--- config.mk ---
export PLATFORM = sky130hd
export DESIGN_NAME = terminal_key_sequence_decoder
export DESIGN_NICKNAME = d
export VERILOG_FILES = /design/src/hw/rtl/tksd_pkg.sv /design/src/hw/rtl/terminal_key_sequence_decoder.sv
export SDC_FILE = /design/constraint.sdc
export NUM_CORES = 1
export LEC_CHECK = 0
export BUFFER_PORTS_ARGS = -buffer_cell sky130_fd_sc_hd__buf_2
export CAP_MARGIN = 30
export CELL_PAD_IN_SITES_DETAIL_PLACEMENT = 0
export CELL_PAD_IN_SITES_GLOBAL_PLACEMENT = 2
export CORE_MARGIN = 3
export CORE_UTILIZATION = 35
export DETAILED_ROUTE_END_ITERATION = 16
export PLACE_DENSITY_LB_ADDON = 0.1
export SLEW_MARGIN = 20
export SYNTH_ARGS = -nofsm -noshare
export SYNTH_HDL_FRONTEND = slang
export SYNTH_SLANG_ARGS = --single-unit
--- constraint.sdc ---
create_clock -name clk -period 4.8 [get_ports clk]
set_clock_uncertainty 0.05 [all_clocks]
set_input_delay 0.96 -clock clk [delete_from_list [all_inputs] [get_ports clk]]
set_output_delay 0.96 -clock clk [all_outputs]
set_load 0.03 [all_outputs]
--- src/hw/rtl/tksd_pkg.sv ---
// Shared types, constants and lookup functions for the terminal key sequence decoder.
// Used by terminal_key_sequence_decoder; no other dependencies.
package tksd_pkg;

  localparam int unsigned BYTE_W = 8;
  localparam int unsigned KEY_W  = 12;
  localparam int unsigned DIG_W  = 4;
  localparam int unsigned NUM_W  = 7;
  localparam int unsigned OUT_TDATA_W = 16;

  localparam logic [BYTE_W-1:0] CH_ESC     = 8'h1B;
  localparam logic [BYTE_W-1:0] CH_LBRACK  = 8'h5B;
  localparam logic [BYTE_W-1:0] CH_TILDE   = 8'h7E;
  localparam logic [BYTE_W-1:0] CH_SEMI    = 8'h3B;
  localparam logic [BYTE_W-1:0] CH_HOME    = 8'h48;
  localparam logic [BYTE_W-1:0] CH_END     = 8'h46;
  localparam logic [BYTE_W-1:0] CH_ARROW_A = 8'h41;
  localparam logic [BYTE_W-1:0] CH_ARROW_D = 8'h44;
  localparam logic [BYTE_W-1:0] CH_ZERO    = 8'h30;
  localparam logic [BYTE_W-1:0] CH_NINE    = 8'h39;
  localparam logic [BYTE_W-1:0] MOD_CTRL   = 8'h35;
  localparam logic [BYTE_W-1:0] MOD_SHIFT  = 8'h32;

  localparam logic [KEY_W-1:0] KEY_BARE_ESC = 12'd27;
  localparam logic [KEY_W-1:0] KEY_ARROW    = 12'd1001;
  localparam logic [KEY_W-1:0] KEY_HOME     = 12'd1010;
  localparam logic [KEY_W-1:0] KEY_END      = 12'd1011;
  localparam logic [KEY_W-1:0] KEY_PGUP     = 12'd1012;
  localparam logic [KEY_W-1:0] KEY_PGDN     = 12'd1013;
  localparam logic [KEY_W-1:0] KEY_DELETE   = 12'd1014;
  localparam logic [KEY_W-1:0] KEY_F5       = 12'd1020;
  localparam logic [KEY_W-1:0] KEY_ALT      = 12'd2000;
  localparam logic [KEY_W-1:0] OFS_CTRL     = 12'd100;
  localparam logic [KEY_W-1:0] OFS_SHIFT    = 12'd200;
  localparam logic [KEY_W-1:0] KEY_MAX      = 12'd2255;

  typedef enum logic [2:0] {
    PH_IDLE  = 3'd0,
    PH_ESC   = 3'd1,
    PH_CSI   = 3'd2,
    PH_DIGIT = 3'd3,
    PH_MOD   = 3'd4,
    PH_DIR   = 3'd5,
    PH_TILDE = 3'd6
  } phase_t;

  // Key for ESC [ n ~ with a single digit n.
  function automatic logic [KEY_W-1:0] tilde_key(input logic [DIG_W-1:0] d);
    logic [KEY_W-1:0] k;
    unique case (d)
      4'd1:    k = KEY_HOME;
      4'd4:    k = KEY_END;
      4'd5:    k = KEY_PGUP;
      4'd6:    k = KEY_PGDN;
      4'd3:    k = KEY_DELETE;
      default: k = KEY_BARE_ESC;
    endcase
    return k;
  endfunction

  // Function keys F5 to F12 from the two-digit code.
  function automatic logic [KEY_W-1:0] fkey(input logic [NUM_W-1:0] n);
    logic [KEY_W-1:0] k;
    unique case (n)
      7'd15:   k = KEY_F5;
      7'd17:   k = KEY_F5 + 12'd1;
      7'd18:   k = KEY_F5 + 12'd2;
      7'd19:   k = KEY_F5 + 12'd3;
      7'd20:   k = KEY_F5 + 12'd4;
      7'd21:   k = KEY_F5 + 12'd5;
      7'd23:   k = KEY_F5 + 12'd6;
      7'd24:   k = KEY_F5 + 12'd7;
      default: k = KEY_BARE_ESC;
    endcase
    return k;
  endfunction

endpackage

--- src/hw/rtl/terminal_key_sequence_decoder.sv ---
// Terminal key sequence decoder: turns terminal input bytes into key codes.
// Depends on tksd_pkg for the phase type, key constants and lookup functions.
//
// Usage:
//   The input stream carries one terminal byte per word in in_tdata, with
//   in_tlast set when no further byte follows at once (end of a read burst).
//   The output stream carries one key code per word in out_tdata[11:0].
//   Plain bytes give their own value; escape sequences give one key code
//   when they end, and bytes inside a sequence give no word.
//   A burst end in the middle of a sequence, or a byte that fits no known
//   pattern, ends the sequence with the bare escape code 27.
// Timing:
//   A byte is captured in an input register and decoded by the parser from
//   there; when the parser advances, its key code is loaded into the output
//   register, so the last byte of a sequence passes the input register and
//   then the output register before out_tvalid rises.
//   One byte is accepted every cycle while the output does not stall; the
//   parser's state update for each byte sets that rate.
// Reset and stalls:
//   rst_n empties both pipeline registers and returns the parser to idle.
//   While the receiver holds out_tready low with a word pending, the parser
//   holds; the input register takes one more byte if it is empty, then
//   in_tready drops.
module terminal_key_sequence_decoder
  import tksd_pkg::*;
(
  input  logic                   clk,
  input  logic                   rst_n,
  input  logic                   in_tvalid,
  output logic                   in_tready,
  input  logic [BYTE_W-1:0]      in_tdata,   // [7:0] in_byte
  input  logic                   in_tlast,   // burst_end
  output logic                   out_tvalid,
  input  logic                   out_tready,
  output logic [OUT_TDATA_W-1:0] out_tdata   // [11:0] key_code, [15:12] zero
);

  logic              s1_valid_r;
  logic [BYTE_W-1:0] s1_byte_r;
  logic              s1_last_r;

  phase_t            phase_r, phase_nxt;
  logic [DIG_W-1:0]  first_digit_r, first_digit_nxt;
  logic [NUM_W-1:0]  csi_number_r, csi_number_nxt;
  logic [BYTE_W-1:0] modifier_r, modifier_nxt;

  logic              out_valid_r;
  logic [KEY_W-1:0]  out_key_r;

  logic              dec_adv;
  logic              emit;
  logic [KEY_W-1:0]  key;

  logic              is_digit;
  logic              is_arrow;
  logic [1:0]        arrow_ofs;
  logic [KEY_W-1:0]  arrow_key;
  logic [DIG_W-1:0]  digit_val;
  logic [NUM_W-1:0]  fd_ext;

  // The parser advances whenever a byte waits and the output slot is free.
  assign dec_adv   = s1_valid_r && (!out_valid_r || out_tready);
  assign in_tready = !s1_valid_r || dec_adv;

  assign is_digit  = (s1_byte_r >= CH_ZERO) && (s1_byte_r <= CH_NINE);
  assign is_arrow  = (s1_byte_r >= CH_ARROW_A) && (s1_byte_r <= CH_ARROW_D);
  // A to D sit at 0x41 to 0x44, so the low two bits wrap into 0 to 3.
  assign arrow_ofs = s1_byte_r[1:0] - CH_ARROW_A[1:0];
  assign arrow_key = KEY_ARROW + KEY_W'(arrow_ofs);
  assign digit_val = s1_byte_r[DIG_W-1:0];
  assign fd_ext    = NUM_W'(first_digit_r);

  always_comb begin
    phase_nxt       = PH_IDLE;
    first_digit_nxt = first_digit_r;
    csi_number_nxt  = csi_number_r;
    modifier_nxt    = modifier_r;
    emit            = 1'b1;
    key             = KEY_BARE_ESC;
    unique case (phase_r)
      PH_ESC: begin
        if (s1_byte_r == CH_LBRACK) begin
          if (!s1_last_r) begin
            phase_nxt = PH_CSI;
            emit      = 1'b0;
          end
        end else begin
          key = KEY_ALT + KEY_W'(s1_byte_r);
        end
      end
      PH_CSI: begin
        priority if (is_arrow) begin
          key = arrow_key;
        end else if (s1_byte_r == CH_HOME) begin
          key = KEY_HOME;
        end else if (s1_byte_r == CH_END) begin
          key = KEY_END;
        end else if (is_digit && !s1_last_r) begin
          first_digit_nxt = digit_val;
          phase_nxt       = PH_DIGIT;
          emit            = 1'b0;
        end else begin
          key = KEY_BARE_ESC;
        end
      end
      PH_DIGIT: begin
        priority if (s1_byte_r == CH_TILDE) begin
          key = tilde_key(first_digit_r);
        end else if (first_digit_r == DIG_W'(1) && s1_byte_r == CH_SEMI) begin
          if (!s1_last_r) begin
            phase_nxt = PH_MOD;
            emit      = 1'b0;
          end
        end else if (is_digit) begin
          if (!s1_last_r) begin
            // Two-digit code: first digit times ten plus the second.
            csi_number_nxt = (fd_ext << 3) + (fd_ext << 1) + NUM_W'(digit_val);
            phase_nxt      = PH_TILDE;
            emit           = 1'b0;
          end
        end else begin
          key = KEY_BARE_ESC;
        end
      end
      PH_MOD: begin
        modifier_nxt = s1_byte_r;
        if (!s1_last_r) begin
          phase_nxt = PH_DIR;
          emit      = 1'b0;
        end
      end
      PH_DIR: begin
        if (is_arrow && modifier_r == MOD_CTRL) begin
          key = arrow_key + OFS_CTRL;
        end else if (is_arrow && modifier_r == MOD_SHIFT) begin
          key = arrow_key + OFS_SHIFT;
        end
      end
      PH_TILDE: begin
        if (s1_byte_r == CH_TILDE) begin
          key = fkey(csi_number_r);
        end
      end
      default: begin
        if (s1_byte_r != CH_ESC) begin
          key = KEY_W'(s1_byte_r);
        end else if (!s1_last_r) begin
          phase_nxt = PH_ESC;
          emit      = 1'b0;
        end
      end
    endcase
  end

  always_ff @(posedge clk) begin
    if (!rst_n) begin
      s1_valid_r <= 1'b0;
    end else if (in_tready) begin
      s1_valid_r <= in_tvalid;
    end
  end

  always_ff @(posedge clk) begin
    if (in_tready && in_tvalid) begin
      s1_byte_r <= in_tdata;
      s1_last_r <= in_tlast;
    end
  end

  always_ff @(posedge clk) begin
    if (!rst_n) begin
      phase_r       <= PH_IDLE;
      first_digit_r <= '0;
      csi_number_r  <= '0;
      modifier_r    <= '0;
    end else if (dec_adv) begin
      phase_r       <= phase_nxt;
      first_digit_r <= first_digit_nxt;
      csi_number_r  <= csi_number_nxt;
      modifier_r    <= modifier_nxt;
    end
  end

  always_ff @(posedge clk) begin
    if (!rst_n) begin
      out_valid_r <= 1'b0;
    end else if (!out_valid_r || out_tready) begin
      out_valid_r <= dec_adv && emit;
    end
  end

  always_ff @(posedge clk) begin
    if (dec_adv && emit) begin
      out_key_r <= key;
    end
  end

  assign out_tvalid = out_valid_r;
  assign out_tdata  = OUT_TDATA_W'(out_key_r);

`ifndef SYNTH
  // Reset leaves the parser idle and both pipeline registers empty.
  a_reset_idle: assert property (@(posedge clk)
    !rst_n |=> (phase_r == PH_IDLE && !s1_valid_r && !out_valid_r))
    else $error("decoder not idle after reset");

  // Every emitted key ends the sequence in progress.
  a_emit_ends_seq: assert property (@(posedge clk) disable iff (!rst_n)
    (dec_adv && emit) |=> (phase_r == PH_IDLE))
    else $error("parser left a sequence open after emitting a key");

  // A burst end always closes any open sequence.
  a_burst_end_closes: assert property (@(posedge clk) disable iff (!rst_n)
    (dec_adv && s1_last_r) |=> (phase_r == PH_IDLE && out_valid_r))
    else $error("burst end did not close the sequence with a key");

  // Key codes stay inside the defined range.
  a_key_range: assert property (@(posedge clk) disable iff (!rst_n)
    out_valid_r |-> (out_key_r <= KEY_MAX))
    else $error("key code out of range");

  // With the output slot empty the input side never stalls.
  a_no_idle_stall: assert property (@(posedge clk) disable iff (!rst_n)
    !out_valid_r |-> in_tready)
    else $error("input stalled with no pending output");
`endif

endmodule

Yosys cells after proc, flatten, opt, wreduce, memory -nomap -nowiden
Memory sizes are Yosys's and may differ from the RTL's. A register that Yosys moved wholly into a read port is not among the register bits.
Index checks and enable logic that the tools add are counted.

word-level totals
  register bits after elaboration = 45
  memories = 1
  input bits = 13
  logic and storage cells = 105
  memory bits (read-only) = 352
  output and inout bits = 18

operators by class
  magnitude comparators = 4
  eq/ne operators = 19
  mux-type cells = 40
  add/sub/neg operators = 7
  bitwise logic cells = 6
  reduce and logical (&&, ||, !) cells = 19

memories
  memory           words  bits a word  read ports  clocked after memory_dff  wr ports  line            text
  (no name shown)  32     11           1           1                         0         tksd_pkg.sv:64  unique case (n)

operators by type and width
  kind                                                                count
  2-to-1 mux 12 bit                                                   6
  one-hot mux 12 bit (6 select lines)                                 1
  one-hot mux 10 bit (5 select lines)                                 1
  equality test 8 x 7 -> 1 bit (second input constant)                4
  equality test 8 x 6 -> 1 bit (second input constant)                3
  2-to-1 mux 10 bit                                                   2
  2-to-1 mux 3 bit                                                    6
  one-hot mux 3 bit (5 select lines)                                  1
  adder 11 x 7 -> 12 bit (second input constant)                      1
  adder 11 x 8 -> 12 bit (first input constant)                       1
  adder 11 x 8 -> 12 bit (second input constant)                      1
  equality test 4 x 3 -> 1 bit (second input constant)                3
  2-to-1 mux 1 bit                                                    12
  2-to-1 mux 2 bit                                                    6
  AND reduction 6 bit                                                 2
  adder 10 x 2 -> 11 bit (first input constant)                       1
  2-to-1 mux 11 bit                                                   1
  2-to-1 mux 5 bit                                                    2
  equality test 3 bit (second input constant)                         3
  logical AND 1 bit                                                   9
  greater-or-equal comparator 8 x 6 -> 1 bit (second input constant)  1
  greater-or-equal comparator 8 x 7 -> 1 bit (second input constant)  1
  less-or-equal comparator 8 x 6 -> 1 bit (second input constant)     1
  less-or-equal comparator 8 x 7 -> 1 bit (second input constant)     1
  other kinds (16)                                                    25

Longest topological paths before layout
Gate-level depths: netlist of the first run.

  word-level depth = 9
  depth in mapped cells = 11
  gate-level depth less buffers = 11

Worst setup path after synthesis of the first run
No wires, ideal clock.

  path type = register to register
  start point = register s1_byte_r[4]
  end point = register with a tool-made name
  path slack = 1443 ps
  library setup time = 114 ps
  buffers on the path = 0
  clock period less this slack = 3357 ps
  stages on the path, launching flop included = 10
  data arrival time = 3193 ps
  required time = 4636 ps
  path through = edfxtp_1 -> ha_1 -> or4b_4 -> or4b_4 -> nor3_2 -> mux2_2 -> and2_1 -> ha_1 -> or3b_1 -> a21o_1

RTL lines
  item                    line                                  text
  start, declared         terminal_key_sequence_decoder.sv:39   logic [BYTE_W-1:0] s1_byte_r;
  start signal, assigned  terminal_key_sequence_decoder.sv:165  s1_byte_r <= in_tdata;

==> results.cfg, run 1 <==
[outcome]
outcome = finished, final reports clean

[timing]
min_period_ns = 3.64
setup-tns-final_ns = 0
max_slew_margin = 0.519
finalMaxSlewViolations = 0
timing.fmax_ghz = 0.275
setup_violations = 0
hold_violations = 0
rsz0062_at_grt = false
min_period_over_period = 0.758
max_slew.worst_pin.slew_ns = 0.713
holdWs_ns = 0.461

[setup_path]
critical_path_arrival_ns = 3.80
path_cells = ha_1 -> or4b_4 -> or4b_4 -> nor3_2 -> mux2_2 -> and2_1 -> ha_1 -> or3b_1 -> a21o_1
cp_data_required_time_ns = 4.96
setup.worst_path.start = s1_byte_r[4]$_DFFE_PP_
end_kind = flip-flop
crit_fanout = 6
cp_slowest_cell = or4b_4
rrSetupSlack_ns = 1.16
worst_setup_path_start_kind = flip-flop
reg2reg_from = s1_byte_r[4]$_DFFE_PP_
path_class = flip-flop to flip-flop
r2r_cells = 9
cpPeakStageDelay_ns = 0.57

[synthesis]
synth_xor_area_frac = 0.0143
yosysWarningCount = 0
synth-compound-area-share = 0.168
synth-seq-cells = 50
netlist_instances = 340
syn_area_um2 = 3060
syn_area_per_cell_um2 = 9.00
synth_top_family_by_area = simple AND/OR/NAND/NOR gates
synth.most_common_cell = nor2_1
synthArstFlopShare = 0
synth_top_area_frac = 0.206
synth-edff-count = 21
muxShareOfSynthArea = 0.0286
synth.distinct_cells = 59
ys.flop_type = dfxtp_1
seq_area_frac_synth = 0.396
yosysTopAreaCell = edfxtp_1
yosys.area_share.simple = 0.247
synthTopCellsByCount = nor2_1 (34), dfxtp_1 (29), nand2_1 (27)
synth_area_leaders = edfxtp_1 (21%), dfxtp_1 (19%), ha_1 (8.2%)
synth-adder-area-share = 0.0949

[place]
gp_congestion = 0.868
dpl.hpwl_mm = 5.79
numPortBuffers = 26
place_area_um2 = 3280

[route]
detail_route.vias_per_cell = 5.28
wl_mm = 7.65
drtIter0Drc = 86
drc = 0
avgRoutedWirePerCell_um = 16.3
first_pass_iters = 4
ant_nets = 0
vias = 2477

[hold_path]
hp-class = flip-flop to flip-flop
worstHoldEndpoint = modifier_r[4]$_SDFFE_PN0P_
min_from = modifier_r[4]$_SDFFE_PN0P_
hold_depth = 2

[grt]
gr-total-overflow = 0
grt_pass1_wl_mm = 12.5
grt_antenna_before_repair = 0
first_global_vias = 2388
grt_max_degree = 31
grtUsageTotal = 0.162

[die]
placementRows = 33
fp.coreArea_um2 = 8340
pin_count = 31
start_util = 0.367
die_y_um = 99.5
fp.dieArea_um2 = 9900
die-width_um = 99.5

[power]
swShare = 0.261
p_comb_frac = 0.109
switchingPower_uw = 212
p_clk_frac = 0.317
p_int_uw = 602
seq_power_share = 0.574
power.density_nw_per_um2 = 241
irDropWorstVdd_mv = 0.120
leakagePower_nw = 1.32

[clocking]
cts_resized = 0
root_buffer = clkbuf_8
hold_buffers = 0
cts.path.max_buffers = 2
tritoncts.num_buffers = 5
clk_latency_ns = 0.30
cts_setup_buffers = 0
cts_tree = yes
h-tree-depth = 2
path_clk_slew_ns = 0.09
cts_sinks = 50

[cells_and_area]
fillers = 893
final_layout_size_suffix_gt1_frac = 0.143
final_area_um2 = 3370
fin_nets = 398
area.growth.synth_to_final_pct = 10.3
diodes = 0

[job]
max_cap_violations = 0
how the worst max path moves through the flow:
| stage | cells past startpoint | to |
|---|---|---|
| after global routing | 9 | flip-flop |
| after detailed placement | 9 | flip-flop |
| after global placement | 9 | flip-flop |
| after CTS | 9 | flip-flop |
| after floorplan | 9 | flip-flop |
| final | 9 | flip-flop |
area by class of cell:
class	count	area (um2)	area share
Multi-Input combinational cell	258	1710	0.505
Inverter	17	63.8	0.0189
Sequential cell	50	1210	0.359
Tap cell	105	131	0.0389
Timing Repair Buffer	31	168	0.0497
Clock buffer	6	82.6	0.0245
Clock inverter	2	12.5	0.00371
state kept, by name, indices dropped and copies added (netlist names), named ones only:
name	count
modifier_r	8
s1_valid_r	1
s1_last_r	1
s1_byte_r	8
out_key_r	12
phase_r	3
csi_number_r	7
first_digit_r	4
out_tvalid	1
metal layers:
layer  global-route usage  vias up  routed length [um]
li1                     -     1259                   -
met1                0.236     1158                3950
met2                0.244       51                3270
met3               0.0309        9                 337
met4               0.0431        0                  95
met5                    0        -                   0
cells in the final DEF (no fill, tap or decap), drive strengths merged, types with 3 or more instances in the layout:
master   synthesis  final
nor3             3      3
ha              20     20
and2             8      8
xnor2            3      3
a21oi           24     24
o21a             3      3
nand3b           6      6
buf              6     31
nor2            34     34
conb             1      4
nand2           27     27
mux2             3      3
mux2i            5      5
o21ai           17     17
a211oi           5      5
nor2b           18     18
a21boi           5      5
a21o             6      6
nand4            3      3
inv             17     17
dfxtp           29     29
nor4b            3      3
or4b             3      3
clkbuf          12      6
edfxtp          21     21
nand3           14     14
nand2b           4      4
o2111ai          3      3
worst max-delay path, delay by kind of cell (launching register included):
family / cells / cell delay (ns)
simple gates: 5 / 1.99
fa+ha+maj: 2 / 0.48
flops: 1 / 0.45
mux: 1 / 0.40
compound gates: 1 / 0.18
power by group through the flow:
stage | Combinational [mW] | Sequential, mW | Clock, mW
3_5_place_dp | 0.0878 | 0.477 | 0
2_1_floorplan | 0.0538 | 0.484 | 0
3_3_place_gp | 0.0877 | 0.477 | 0
5_1_grt | 0.0971 | 0.469 | 0.287
4_1_cts | 0.0883 | 0.468 | 0.270
6_report | 0.0886 | 0.467 | 0.258
through the flow:
step	power [mW]	cells	utilization	setup WS [ns]
2_1_floorplan	0.538	343	-	1.44
5_1_grt	0.853	469	0.405	0.994
3_5_place_dp	0.565	461	0.393	1.17
4_1_cts	0.826	469	0.405	1.15
6_report	0.814	469	0.405	1.16
3_3_place_gp	0.565	460	0.392	1.27
kinds of logic (layout without fill, tap and decap cells):
kind of cell	count (synthesis)	in the layout
buffers and inverters	35	56
XOR/XNOR	5	5
multiplexers	8	8
AO/OA/AOI/OAI	80	80
flip-flops	50	50
other	1	4
AND/OR/NAND/NOR	139	139
adder cells (fa/ha/maj)	22	22
Power figures use the tool's default switching activity.
==> inputs of run 2 (changes only) <==
- clock period: 4.8 -> 3.65 ns (I/O delays scaled with it)
==> run 2 against run 1 <==
  * Utilization increased by 1.2 points
  * Global-route usage rose by 0.29 points
  * First-iteration DRC count rose by 24%
  * Via count is 0.44% lower
  * Maximum frequency rose by 3.9%
  * Largest cell class unchanged
  * Largest power group unchanged
==> results.cfg, run 2 (synthesized netlist as in run 1, its figures left out) <==
[die]
pin_count = 31
fp.dieArea_um2 = 9900
die_y_um = 99.5
placementRows = 33
die-width_um = 99.5
fp.coreArea_um2 = 8340
start_util = 0.367

[setup_path]
critical_path_arrival_ns = 3.67
crit_fanout = 5
rrSetupSlack_ns = 0.15
path_class = flip-flop to flip-flop
reg2reg_from = s1_byte_r[4]$_DFFE_PP_
cp_data_required_time_ns = 3.82
r2r_cells = 9
end_kind = flip-flop
setup.worst_path.start = s1_byte_r[4]$_DFFE_PP_
worst_setup_path_start_kind = flip-flop

[timing]
min_period_ns = 3.50
setup-tns-final_ns = 0
setup_violations = 0
finalMaxSlewViolations = 0
min_period_over_period = 0.959
rsz0062_at_grt = false
holdWs_ns = 0.466
timing.fmax_ghz = 0.286
hold_violations = 0
max_slew_margin = 0.535
max_slew.worst_pin.slew_ns = 0.691

[cells_and_area]
layout_commonest_cell = nor2_1
seqCellArea_um2 = 1210
top_register = out_key_r
diodes = 0
fillers = 866
multi_input_comb_area_um2 = 1710
final_layout_size_suffix_gt1_frac = 0.163
area.growth.synth_to_final_pct = 13.5
fin_nets = 408
largest_reg_flops = 12
reg.largest.list = out_key_r: 12 flops, modifier_r: 8 flops, s1_byte_r: 8 flops
mostFrequentLayoutCells = nor2_1 (34), dfxtp_1 (29), nand2_1 (27)

[clocking]
tritoncts.num_buffers = 5
clk_latency_ns = 0.31
h-tree-depth = 2
cts_resized = 0
cts_setup_buffers = 0
cts_sinks = 50
path_clk_slew_ns = 0.10
hold_buffers = 0
root_buffer = clkbuf_8
cts_tree = yes
cts.path.max_buffers = 2

[power]
power.density_nw_per_um2 = 330
irDropWorstVdd_mv = 0.162
leakagePower_nw = 1.38

[grt]
grtUsageTotal = 0.164
gr-total-overflow = 0
met1_usage = 0.244
use_met3 = 0.0231
grtUsageMet2 = 0.253
grt_pass1_wl_mm = 12.8
first_global_vias = 2427
grt-busiest-layer = met2
grt_antenna_before_repair = 0
grt_max_degree = 31

[route]
vias = 2466
drtIter0Drc = 107
drc = 0
detail_route.vias_per_cell = 5.15
avgRoutedWirePerCell_um = 16.0
wl_mm = 7.64
ant_nets = 0
first_pass_iters = 4

[place]
gp_congestion = 0.861
dpl.hpwl_mm = 5.87
numPortBuffers = 26

[hold_path]
worstHoldEndpoint = modifier_r[7]$_SDFFE_PN0P_
hold_depth = 2
hp-class = flip-flop to flip-flop
min_from = modifier_r[7]$_SDFFE_PN0P_

[job]
max_cap_violations = 0

[outcome]
outcome = finished, final reports clean
==> run 2: where the power goes <==
group | switching (mW) | internal [mW]
registers | 0.00987 | 0.600
clock network | 0.184 | 0.224
logic | 0.0831 | 0.0451
total | 0.277 | 0.869
==> run 2: critical path, stage by stage (launching register included) <==
cell,delay (ns)
edfxtp_1,0.44
ha_1,0.19
or4b_4,0.50
or4b_4,0.56
nor3_2,0.31
mux2_2,0.40
and2_1,0.19
ha_1,0.19
or3b_1,0.39
a21o_1,0.19
==> run 2: stage by stage <==
step,cells,instance area (um2),power (mW),util,setup WS [ns]
final,479,3470,1.15,0.416,0.150
after global routing,479,3470,1.20,0.416,0.0152
after CTS,479,3470,1.16,0.416,0.126
after detailed placement,471,3350,0.751,0.402,0.143
after global placement,471,3350,0.751,0.402,0.191
after floorplan,343,3070,0.708,-,0.293
==> run 2: worst max path at each step <==
| stage | to | slack, ns |
|---|---|---|
| after detailed placement | flip-flop | 0.14 |
| after CTS | flip-flop | 0.13 |
| after global routing | flip-flop | 0.02 |
| final | flip-flop | 0.15 |
| after global placement | flip-flop | 0.19 |
| after floorplan | flip-flop | 0.29 |
==> run 2: layer usage <==
metal | routed length, um | share of wire
met2 | 3310 | 0.43
met3 | 367 | 0.048
met1 | 3880 | 0.51
met4 | 78 | 0.010
met5 | 0 | 0
==> run 2: area by class of cell <==
class | instances | area share
Timing Repair Buffer | 41 | 0.0699
Clock inverter | 1 | 0.00865
Sequential cell | 50 | 0.349
Multi-Input combinational cell | 258 | 0.491
Inverter | 17 | 0.0184
Clock buffer | 7 | 0.0249
Tap cell | 105 | 0.0379
